## src/sv/acull_pkg.sv

```systemverilog
// Package for the clip-space box cull: widths, data types, register indexes and reset values.
// It has no dependencies and is used by every module of the block but the checker.
package acull_pkg;

  localparam int COORD_W   = 16;
  localparam int ELEM_W    = 16;
  localparam int PROD_W    = 32;
  localparam int DOT_W     = 34;
  localparam int ROW_W     = 64;
  localparam int NAXIS     = 3;
  localparam int NROW      = 4;
  localparam int NCORNER   = 8;
  localparam int NPLANE    = 2 * NAXIS;
  localparam int CFG_IDX_W = 3;
  localparam int ONE_SHIFT = 8;
  localparam int W_ROW     = 3;
  localparam int W_COL     = 3;
  localparam int NSTAGE    = 4;

  typedef logic signed [COORD_W-1:0] coord_t;
  typedef logic signed [ELEM_W-1:0]  elem_t;
  typedef logic signed [PROD_W-1:0]  prod_t;
  typedef logic signed [DOT_W-1:0]   dot_t;
  typedef logic [ROW_W-1:0]          row_t;
  typedef logic [NPLANE-1:0]         planes_t;
  typedef logic [CFG_IDX_W-1:0]      cfg_idx_t;

  localparam cfg_idx_t REG_ROW0 = 3'd0;
  localparam cfg_idx_t REG_ROW1 = 3'd1;
  localparam cfg_idx_t REG_ROW2 = 3'd2;
  localparam cfg_idx_t REG_ROW3 = 3'd3;

  localparam row_t ROW0_RST = 64'h0000_0000_0000_1000;
  localparam row_t ROW1_RST = 64'h0000_0000_1000_0000;
  localparam row_t ROW2_RST = 64'h0000_1000_0000_0000;
  localparam row_t ROW3_RST = 64'h1000_0000_0000_0000;

  function automatic elem_t get_elem(row_t row, int col);
    return row[ELEM_W*col +: ELEM_W];
  endfunction

endpackage

```

## src/sv/acull_sum.sv

```systemverilog
// Dot-product stage: adds the products chosen by each of the eight corners to the bias, per matrix row.
// Depends on acull_pkg.
module acull_sum (
  input  logic             clk,
  input  logic             en,
  input  acull_pkg::prod_t prod [acull_pkg::NROW][acull_pkg::NAXIS][2],
  input  acull_pkg::dot_t  bias [acull_pkg::NROW],
  output acull_pkg::dot_t  dot_r [acull_pkg::NCORNER][acull_pkg::NROW]
);

  acull_pkg::dot_t dot_nxt [acull_pkg::NCORNER][acull_pkg::NROW];

  always_comb begin
    for (int k = 0; k < acull_pkg::NCORNER; k++) begin
      for (int r = 0; r < acull_pkg::NROW; r++) begin
        dot_nxt[k][r] = bias[r]
                      + acull_pkg::dot_t'(prod[r][0][k[0]])
                      + acull_pkg::dot_t'(prod[r][1][k[1]])
                      + acull_pkg::dot_t'(prod[r][2][k[2]]);
      end
    end
  end

  always_ff @(posedge clk) begin
    if (en) begin
      dot_r <= dot_nxt;
    end
  end

endmodule

```

## config.mk

```make
export PLATFORM = sky130hd
export DESIGN_NAME = acull_sum
export DESIGN_NICKNAME = d
export VERILOG_FILES = /design/src/sv/acull_pkg.sv /design/src/sv/acull_sum.sv
export SDC_FILE = /design/constraint.sdc
export NUM_CORES = 2
export LEC_CHECK = 0
export ABC_AREA = 0
export BUFFER_PORTS_ARGS = -buffer_cell sky130_fd_sc_hd__buf_2
export CORE_AREA = 2 2 784 786
export DETAILED_ROUTE_END_ITERATION = 8
export DIE_AREA = 0 0 786 788
export PLACE_DENSITY = 0.4
export SYNTH_ARGS = -nofsm -noshare
export SYNTH_HDL_FRONTEND = slang
export SYNTH_SLANG_ARGS = --single-unit
```

## constraint.sdc

```tcl
create_clock -name clk -period 19.5 [get_ports clk]
set_input_delay 1.95 -clock clk [delete_from_list [all_inputs] [get_ports clk]]
set_output_delay 1.95 -clock clk [all_outputs]
set_load 0.05 [all_outputs]
```

# Yosys cells after proc, flatten, opt, wreduce, memory -nomap -nowiden
# Cells that the tools add are included.
op_classes:
  add_sub_neg: 56
  n_mul: 0
  n_div: 0
  magnitude_cmp: 0
  n_eq_ne: 0
  shift: 0
  mux: 0
  bitwise: 0
  n_reduce_logical: 0
op_table:
  columns: ["cell", "n"]
  rows:
  - ["$add 34x32->34", 56]
totals:
  reg_bits: 1088
  latchBits: 0
  ramBits: 0
  romBits: 0
  inputBits: 906
  output_inout_bits: 1088
  elab_cells: 88
  memories: 0

# Depth between registers and ports, before layout
logic_depth:
  depth_word: 3
  depth_mapped: 38
  mapped_depth_nobuf: 38

# Worst setup path before layout
# No wires, ideal clock.
synth_path:
  path_type: "in2reg"
  start: "input port prod[320] (netlist bit)"
  end: "register dot_r[611] (netlist bit) (data pin)"
  setup_ps: 264
  arrival_time_ps: 8719
  required_time_ps: 19236
  path_slack_ps: 10517
  stages: 38
  path_buffers: 0
  path_cell_list: "ha_1 > fa_1 > a21o_1 > a21o_1 > a21oi_1 > nor2b_1 > o311a_1 > o31a_1 > o21ai_0 > nand2_1 > a21o_1 > a21oi_1 > xnor2_1 > ha_1 > and3_1 > and2_1 > nand2_1 > nand2_1 > (+2 left out) > and2_1 > o21a_1 > o21ai_0 > nand2b_1 > a21oi_1 > xnor2_1 > ha_1 > inv_1 > nor2_1 > a221o_1 > a31o_1 > a41o_1 > o41a_1 > a221o_1 > a2111oi_0 > a41o_1 > a21oi_1 > xnor2_1"
synth_rtl:
  columns: ["element", "line_no", "text"]
  rows:
  - ["start: declaration", "acull_sum.sv:6", "input acull_pkg::prod_t prod [acull_pkg::NROW][acull_pkg::NAXIS][2],"]
  - ["end signal: assignment", "acull_sum.sv:26", "dot_r <= dot_nxt;"]
  - ["end: declaration", "acull_sum.sv:8", "output acull_pkg::dot_t dot_r [acull_pkg::NCORNER][acull_pkg::NROW]"]

==> results.md <==
* H-tree Lvls at 4
* Xor and xnor fraction of the mapped netlist area at 0.127
* Pin count of the biggest net entering global routing at between 100 and 150
* Largest area contributor in the netlist: edfxtp_1
* Pwr/cell area at a little over 200 mW/mm2
* Place WS at between 8000 and 9000 ps
* Worst Hold End: dot_r[578]
* HP Class: primary input to flop
* Gr usage total at 0.200
* Top reg by flops: dot_r
* Num ports at roughly 2,000
* Setup crit end kind: flop
* Max reg flops at about 1,100
* Post-synthesis compound-gate area fraction at 0.238
* Max-cap viol count at 0
* Synth Area in Adders at 0.209
* Starting DRT DRC Count at just under 9,000
* Root buffer cell: clkbuf_16
* Core ar. at between 0.6 and 0.7 mm2
* Slowest cell on crit path: a211oi_1
* # nets final at 17,491
* Drt drc at 0
* Seq cells post-synth at about 1,100
* Setup Buffers After CTS at 0
* WL final at 653 mm
* CTS max path bufs at 4
* Setup tns final at 0 ps
* Met1 usage at 0.233
* Fmax at 102 MHz
* Grt met2 use at 0.352
* Synth top area share at 0.282
* M3 GR Usage at 0.0398
* Pleak at just over 60 nW
* Share of cells above drive strength 1 at 0.163
* Worst Setup Slack, final at slightly below 10,000 ps
* Total gr overflow at 0
* # port buffers at ~2,000
* Max VDD drop at between 0.1 and 0.15 mV
* Synth area leaders: edfxtp_1 28%, ha_1 20%, xnor2_1 9.3%, a21oi_1 6.0%, a21o_1 5.2%
* Worst Path Max Fanout at 7
* Ys Warns at 0
* Initial antenna violation count at approximately 330
* Final setup vio count at 0
* Status: completed
* Final Critical Period at a little under 10,000 ps
* Yosys cell types at roughly 100
* Crit path required time at between 20,000 and 25,000 ps
* Layout Area Growth over Synthesis at 22.7%
* RD Place Congestion at around 0.97
* Hold Crit Depth at 2
* Arr. time, crit path at 10,460 ps
* Crit path buf inv count at 2
* Final Max Tran Viols at 0
* RSZ-0062 raised after global routing: false
* Top flop regs: dot_r (1088)
* Inserted Clock Buffers at roughly 160
* Cts hold-fix bufs at 0
* Top cells by count, synth: 1,848 x ha_1, 1,383 x a21oi_1, 1,236 x xnor2_1
* Synthesized Nets at around 15,000
* Startpoint types: primary input
* Avg Inst Size Synth at around 9.3 um2
* Hold path start: prod[224]
* Slowest stage delay, CP at slightly below 600 ps
* Full die area at roughly 0.62 mm2
* Drt first pass iters at 6
* Clock slew at reported path FFs at ~60 ps
* Wire length of the first global-routing pass at roughly 870 mm
* FFs w/ async S/R, synth at 0
* Antenna-violating nets left at 0
* Mapped Cells at about 12,000
* Top FF cell, synth: edfxtp_1
* Number of cell rows at between 200 and 300
* Post-Synth Simple-Gate Area at 0.128
* Synth Cell Area at about 0.12 mm2
* Post-CTS Resized at 0
* Post-synth EDFFs at 1,088
* Die X at 786 um
* Main combinational cell family by area after synthesis: compound AO/OA/AOI/OAI gates
* Most numerous cell in the Yosys netlist: ha_1
* Initial Util at 0.190
* CP most frequent cell: a21oi_1
* Mux share of post-synthesis cell area at 0.000604
* Per-cell routed wire length at about 28 um
* Setup CP Type: primary input to flop
* Fin crit share at 0.503
* Vias at 110,173
* Actual slew at the worst max-slew pin at about 1400 ps
* Post-synthesis sequential area ratio at 0.282
* Clk sinks at about 1,100
* Layer with the highest usage: met2
* CTS tree: done
* DP HPWL at 575 mm
* Drt via density at 4.77
* Die Y at roughly 800 um
* Vias in the first global route at around 110k
* Worst slew margin at 0.0757
* Final hold violation count at 0
* Top delay family on crit path: compound AO/OA/AOI/OAI gates
cell families after synthesis:
kind of cell / count (synthesis)
AO/OA/AOI/OAI: 4276
AND/OR/NAND/NOR: 3069
adder cells (fa/ha/maj): 1904
XOR/XNOR: 1663
flip-flops: 1088
buffers and inverters: 482
multiplexers: 7
power breakdown:
part	total, mW	switching (mW)	internal (mW)
Clock	3.15	1.31	1.83
Sequential	5.57	0.903	4.67
Combinational	20.8	14.2	6.56
routing by layer:
metal	vias to the layer above	routed length [um]	part of all wire
li1	51832	-	-
met1	53304	261000	0.40
met2	3818	317000	0.49
met3	1085	39700	0.061
met4	134	35000	0.054
met5	-	897	0.0014
layout by cell type, fill, tap and decap left out, types with 458 or more instances in the layout:
| cell | count |
|---|---|
| edfxtp_1 | 1088 |
| nor2_1 | 963 |
| inv_1 | 458 |
| buf_2 | 1992 |
| ha_1 | 1848 |
| a21oi_1 | 1383 |
| nand2_1 | 605 |
| o21ai_0 | 620 |
| xnor2_1 | 1236 |
| a21o_1 | 798 |
layout make-up:
cell class | count | area [um2]
tap | 8092 | 10100
clock buffer | 190 | 4220
sequential | 1088 | 32700
antenna | 194 | 485
multi-input combinational | 10919 | 81400
clock inverter | 96 | 1130
fill | 67081 | 468000
timing repair buffer | 2052 | 10500
inverter | 458 | 1720
through the flow:
step                       util  hold slack, ps  power (mW)  cell area, um2  cells
after floorplan               -            2060        19.4          116000  12489
after global placement    0.224            2340        26.3          136000  22609
after detailed placement  0.224            2330        26.3          136000  22609
after CTS                 0.232            1360        29.6          142000  22895
after global routing      0.233            1420        31.2          142000  23043
final                     0.233            1480        29.5          142000  23089
worst max-delay path by stage:
stage	from	to	slack, ps	depth (start not counted)
final	prod[704]	dot_r[679]	9680	36
after CTS	bias[34]	dot_r[339]	9830	38
after global routing	prod[704]	dot_r[679]	9340	36
after global placement	prod[320]	dot_r[339]	8570	38
after detailed placement	bias[34]	dot_r[339]	8820	38
after floorplan	prod[320]	dot_r[611]	10520	38
Power figures use the tool's default switching activity.
