==> config.mk <==
export PLATFORM = sky130hd
export DESIGN_NAME = acull_cmp
export DESIGN_NICKNAME = d
export VERILOG_FILES = /design/src/sv/acull_pkg.sv /design/src/sv/acull_cmp.sv
export SDC_FILE = /design/constraint.sdc
export NUM_CORES = 2
export LEC_CHECK = 0
export BUFFER_PORTS_ARGS = -buffer_cell sky130_fd_sc_hd__buf_4
export CAP_MARGIN = 20
export CORE_AREA = 10 10 423 425
export DETAILED_ROUTE_END_ITERATION = 6
export DIE_AREA = 0 0 433 435
export PLACE_DENSITY = 0.42
export SETUP_SLACK_MARGIN = 0.02
export SYNTH_ARGS = -nofsm -noshare
export SYNTH_HDL_FRONTEND = slang
export SYNTH_SLANG_ARGS = --single-unit
==> constraint.sdc <==
create_clock -name clk -period 6.6 [get_ports clk]
set_input_delay 0.66 -clock clk [delete_from_list [all_inputs] [get_ports clk]]
set_output_delay 0.66 -clock clk [all_outputs]
set_load 0.01 [all_outputs]
==> src/sv/acull_pkg.sv <==
// Package for the clip-space box cull: widths, data types, register indexes and reset values.
// It has no dependencies and is used by every module of the block but the checker.
package acull_pkg;

  localparam int COORD_W   = 16;
  localparam int ELEM_W    = 16;
  localparam int PROD_W    = 32;
  localparam int DOT_W     = 34;
  localparam int ROW_W     = 64;
  localparam int NAXIS     = 3;
  localparam int NROW      = 4;
  localparam int NCORNER   = 8;
  localparam int NPLANE    = 2 * NAXIS;
  localparam int CFG_IDX_W = 3;
  localparam int ONE_SHIFT = 8;
  localparam int W_ROW     = 3;
  localparam int W_COL     = 3;
  localparam int NSTAGE    = 4;

  typedef logic signed [COORD_W-1:0] coord_t;
  typedef logic signed [ELEM_W-1:0]  elem_t;
  typedef logic signed [PROD_W-1:0]  prod_t;
  typedef logic signed [DOT_W-1:0]   dot_t;
  typedef logic [ROW_W-1:0]          row_t;
  typedef logic [NPLANE-1:0]         planes_t;
  typedef logic [CFG_IDX_W-1:0]      cfg_idx_t;

  localparam cfg_idx_t REG_ROW0 = 3'd0;
  localparam cfg_idx_t REG_ROW1 = 3'd1;
  localparam cfg_idx_t REG_ROW2 = 3'd2;
  localparam cfg_idx_t REG_ROW3 = 3'd3;

  localparam row_t ROW0_RST = 64'h0000_0000_0000_1000;
  localparam row_t ROW1_RST = 64'h0000_0000_1000_0000;
  localparam row_t ROW2_RST = 64'h0000_1000_0000_0000;
  localparam row_t ROW3_RST = 64'h1000_0000_0000_0000;

  function automatic elem_t get_elem(row_t row, int col);
    return row[ELEM_W*col +: ELEM_W];
  endfunction

endpackage

==> src/sv/acull_cmp.sv <==
// Compare stage: tests every corner against plus and minus w and reduces over the corners.
// Depends on acull_pkg.
module acull_cmp (
  input  logic              clk,
  input  logic              en,
  input  acull_pkg::dot_t   dot [acull_pkg::NCORNER][acull_pkg::NROW],
  output acull_pkg::planes_t planes_r,
  output logic              inside_r
);

  logic [acull_pkg::NAXIS-1:0] gt_all;
  logic [acull_pkg::NAXIS-1:0] lt_all;
  acull_pkg::planes_t          planes_nxt;

  always_comb begin
    gt_all = '1;
    lt_all = '1;
    for (int k = 0; k < acull_pkg::NCORNER; k++) begin
      for (int a = 0; a < acull_pkg::NAXIS; a++) begin
        if (!(dot[k][a] > dot[k][acull_pkg::W_ROW])) begin
          gt_all[a] = 1'b0;
        end
        if (!(dot[k][a] < -dot[k][acull_pkg::W_ROW])) begin
          lt_all[a] = 1'b0;
        end
      end
    end
    planes_nxt = {lt_all, gt_all};
  end

  always_ff @(posedge clk) begin
    if (en) begin
      planes_r <= planes_nxt;
      inside_r <= ~|planes_nxt;
    end
  end

endmodule

# After elaboration in Yosys (flattened, before gate mapping)
# Cells that the tools add are included.
# totals
in_bits	1090
regBits	7
elab_cells	108
# op_classes
addsub	8
mux	48
reduce_logical	2
magnitude_cmp	48
# ops
op	n
$gt 34x34->1	24
$lt 34x34->1	24
$neg 34->34	8
$mux 1	48
$reduce_or 6->1	1
$logic_not 1->1	1

# Longest topological paths before layout
# depth
depth_word	12
depth_mapped	21
ltp_nobuf	21

# Worst setup path after synthesis
# No wires, ideal clock.
# synth_timing
path_kind	in2reg
from	input port dot[547] (netlist bit)
to	register planes_r[5] (data pin)
path_slack_ps	1373
setup_time_ps	169
arrival_time_ps	5058
t_required_ps	6431
path_buffers	0
stages	19
path_cell_list	inv_1 -> nand4_1 -> or4_1 -> nor4_4 -> nand2_1 -> nor4_2 -> nand2_1 -> nor4_1 -> xnor2_1 -> ha_1 -> nand4_1 -> inv_1 -> a221oi_2 -> nor2_1 -> or4_1 -> or4_1 -> nor4_2 -> nand4b_1 -> nor4b_2
# synth_between
elab_chain_len	7
# synth_rtl
element	line	rtl
start, declared	acull_cmp.sv:6	input acull_pkg::dot_t dot [acull_pkg::NCORNER][acull_pkg::NROW],
$neg 34->34	acull_cmp.sv:23	if (!(dot[k][a] < -dot[k][acull_pkg::W_ROW])) begin
$lt 34x34->1	acull_cmp.sv:23	
$mux 1 (5 in series)	acull_cmp.sv:23	
net lt_all, one bit	acull_cmp.sv:12	logic [acull_pkg::NAXIS-1:0] lt_all;
end signal, assigned	acull_cmp.sv:33	planes_r <= planes_nxt;
end, declared	acull_cmp.sv:7	output acull_pkg::planes_t planes_r,
# The timed path passes the listed nets, and every way through them passes these cells.
# A chain may end at the register's enable or synchronous reset.

# Worst setup path in the final report
# layout_timing
from	input port dot[546] (netlist bit)
to	register planes_r[5] (data pin)
# The elaborated chain is that of the path after synthesis.

==> impl_metrics.yaml <==
clock_network:
  cts.clk_slew.worst_paths_ps: 40
  clockBufferDepth: 2
  cts_made_buffers: 3
  cts_hold_buf: 0
  cts_tree: "yes"
  htree_num_levels: 1
  cts_root_buf: "clkbuf_16"
  cts.sink_count: 7
timing:
  holdWs_ps: 705.7
  worst_slack_ps: 505.5
  slew_viol_final: 0
  fmax_mhz: 164.1
  worst_pin_slew_ps: 1351
  finalHoldViolations: 0
  period_needed_ps: 6095
  grt_setup_unrepaired: "no"
  setup_viol: 0
  fin_tns_setup_ps: 0
  relSlewSlack_pct: 7.618
  period_share_pct: 92.34
logic_synthesis:
  synth_compound_area_share_pct: 20.74
  synth_area_per_cell_sq_um: 7.900
  synth_nets: 7866
  seq_area_frac_synth_pct: 0.5145
  ys_types: 89
  synth_top_cell_area_share_pct: 49.12
  synth-simple-area-share_pct: 20.73
  synth_top_family_by_area: "adder cells"
  synth_xor_area_share_pct: 5.123
  synth-seq-cells: 7
  yosys-top-cells-area: "ha_1 49%, a21oi_1 5.3%, xnor2_1 4.8%, nand4_1 4.8%, a21o_1 4.2%"
  muxShareOfSynthArea_pct: 0.1072
  async_flop_share_pct: 0
  synth_edf_count: 7
  yosys_warnings: 0
  postSynthCellCount: 5172
  synth_top_area_cell: "ha_1"
  syn-cell-area_sq_um: 40860
  synthAdderAreaFrac_pct: 49.27
  ys.flop_type: "edfxtp_1"
placement:
  dp_hpwl_mm: 236.2
  io_buffer_count: 1096
  dpl-instance-area_sq_um: 52140
  gp_congestion: 0.9602
  pre_cts_slack_ps: 267.0
critical_path:
  arrival_ps: 6140
  slowest_stage: "or4_1"
  end_kind: "register"
  crit_chain: "buf_4, inv_1, nand4_1, or4_1, nor4_4, nand2_1, nor4_2, buf_4, nand2_1, nor4_1, xnor2_1, ha_1, nand4_1, inv_1, a221oi_2, nor2_1, or4_1, or4_1, nor4_2, nand4b_1, nor4b_2"
  crit_fanout: 5
  cpPeakStageDelay_ps: 600
  setup.worst_path.start_class: "primary input"
  critical_path_depth: 21
  cp.required_ps: 6650
  path_common_cell: "or4_1"
  crit_family: "simple AND/OR/NAND/NOR gates"
  worst-path-buf-inv: 4
  path_class: "primary input to register"
route:
  routed_wl_mm: 251.9
  antenna_left: 0
  viasPerCell: 5.318
  route.detailed.drc: 0
  vias: 45820
  dr.pass1.iters: 5
  first_iter_violations: 2878
  wl_per_cell_um: 29.23
global_route:
  grt_overflow: 0
  grt_pass1_vias: 46120
  grt_pass1_wl_mm: 347.0
  antenna_found_initial: 120
  grt_max_degree: 11
  grtUsageTotal_pct: 25.26
cells_and_area:
  syn_to_final_growth_pct: 28.32
  drive_above_1_share_pct: 18.94
  fill_cells: 18420
  nets: 8999
  finish.utilization_pct: 30.73
  fin_area_sq_um: 52430
die:
  fp-row-count: 152
  io_pins: 1097
  die_width_um: 433
  core_sq_um: 170600
  dieArea_sq_um: 188400
  dieHeight_um: 435
  initial_core_util_pct: 23.95
job:
  drv_cap: 0
hold_path:
  holdPathStages: 1
  hp-class: "primary input to register"
power:
  total_leakage_power_uw: 0.02617
  powerDensity_nw_per_um2: 70.11
  ir_drop_v: 0.00009025
outcome:
  status: "finished clean"
-- through the flow --
stage               power, uW  instances
finish                   3675       8617
global route             4090       8611
CTS                      3665       8537
detailed placement       3537       8533
global placement         3507       8531
floorplan                1903       5172
-- sequential cells by signal (all words and copies together), names as in the netlist --
signal,cells
inside_r,1
planes_r,6
-- synthesized netlist by cell type (20+ instances only) --
| library cell | number |
|---|---|
| nor2_1 | 300 |
| o22ai_1 | 25 |
| and4_1 | 45 |
| nand2b_1 | 36 |
| a21o_1 | 227 |
| nand4_1 | 311 |
| nand2_1 | 340 |
| o31ai_1 | 20 |
| a31oi_1 | 21 |
| o2111ai_1 | 26 |
| o21ai_0 | 253 |
| o21a_1 | 27 |
| nor2b_1 | 62 |
| or4_1 | 22 |
| o211ai_1 | 48 |
| nor3_1 | 162 |
| xnor2_1 | 226 |
| nand3_1 | 136 |
| a21oi_1 | 429 |
| inv_1 | 380 |
| ha_1 | 1604 |
| a211oi_1 | 70 |
| nor4_1 | 85 |
| a2111oi_0 | 22 |
-- cell usage in the layout (no fill, tap or decap), types with 62 or more instances in the layout --
cell         n
buf_4     1129
xnor2_1    226
nor4_1      85
ha_1      1604
nand2_1    340
nor3_1     162
a211oi_1    70
nor2_1     299
a21o_1     227
a21oi_1    429
o21ai_0    253
nand4_1    311
inv_1      380
nor2b_1     62
diode_2     80
nand3_1    136
-- where the power goes --
part           internal (uW)  switching (uW)
combinational           1510            2010
clock                   80.3            22.0
sequential              53.3            1.15
-- final timing paths --
kind / start / endpoint / slack (ps)
hold / removal: en / planes_r[0]$_DFFE_PP_ / 710
setup / recovery: dot[546] / planes_r[5]$_DFFE_PP_ / 510
-- layout make-up --
| class | instances | area (sq um) | area share (%) |
|---|---|---|---|
| multi-input cells | 4782 | 39230 | 74.83 |
| diodes | 80 | 200.2 | 0.3819 |
| repair buffers | 1130 | 8481 | 16.18 |
| clock buffers | 4 | 78.83 | 0.1504 |
| well taps | 2233 | 2794 | 5.329 |
| flip-flops and latches | 7 | 210.2 | 0.4010 |
| inverters | 381 | 1430 | 2.728 |
-- cells by family after synthesis --
| logic type | count (synthesis) |
|---|---|
| buf+inv | 383 |
| xor+xnor | 236 |
| mux | 4 |
| flops | 7 |
| simple gates | 1606 |
| compound gates | 1326 |
| fa+ha+maj | 1610 |
-- what timing repair did --
item	CTS	global route
resized for setup	0	2
setup buffers	0	0
endpoints found under the hold margin	0	0
endpoints found under the setup margin	0	1
-- layer usage --
metal / wire length (um) / GRT usage, % / share of wire (%)
met5: 293 / 0 / 0.12
met3: 9485 / 2.704 / 3.8
met1: 105700 / 30.04 / 42
met2: 127600 / 46.04 / 51
met4: 8818 / 9.542 / 3.5
No activity file was read; power rests on OpenSTA's default activity.
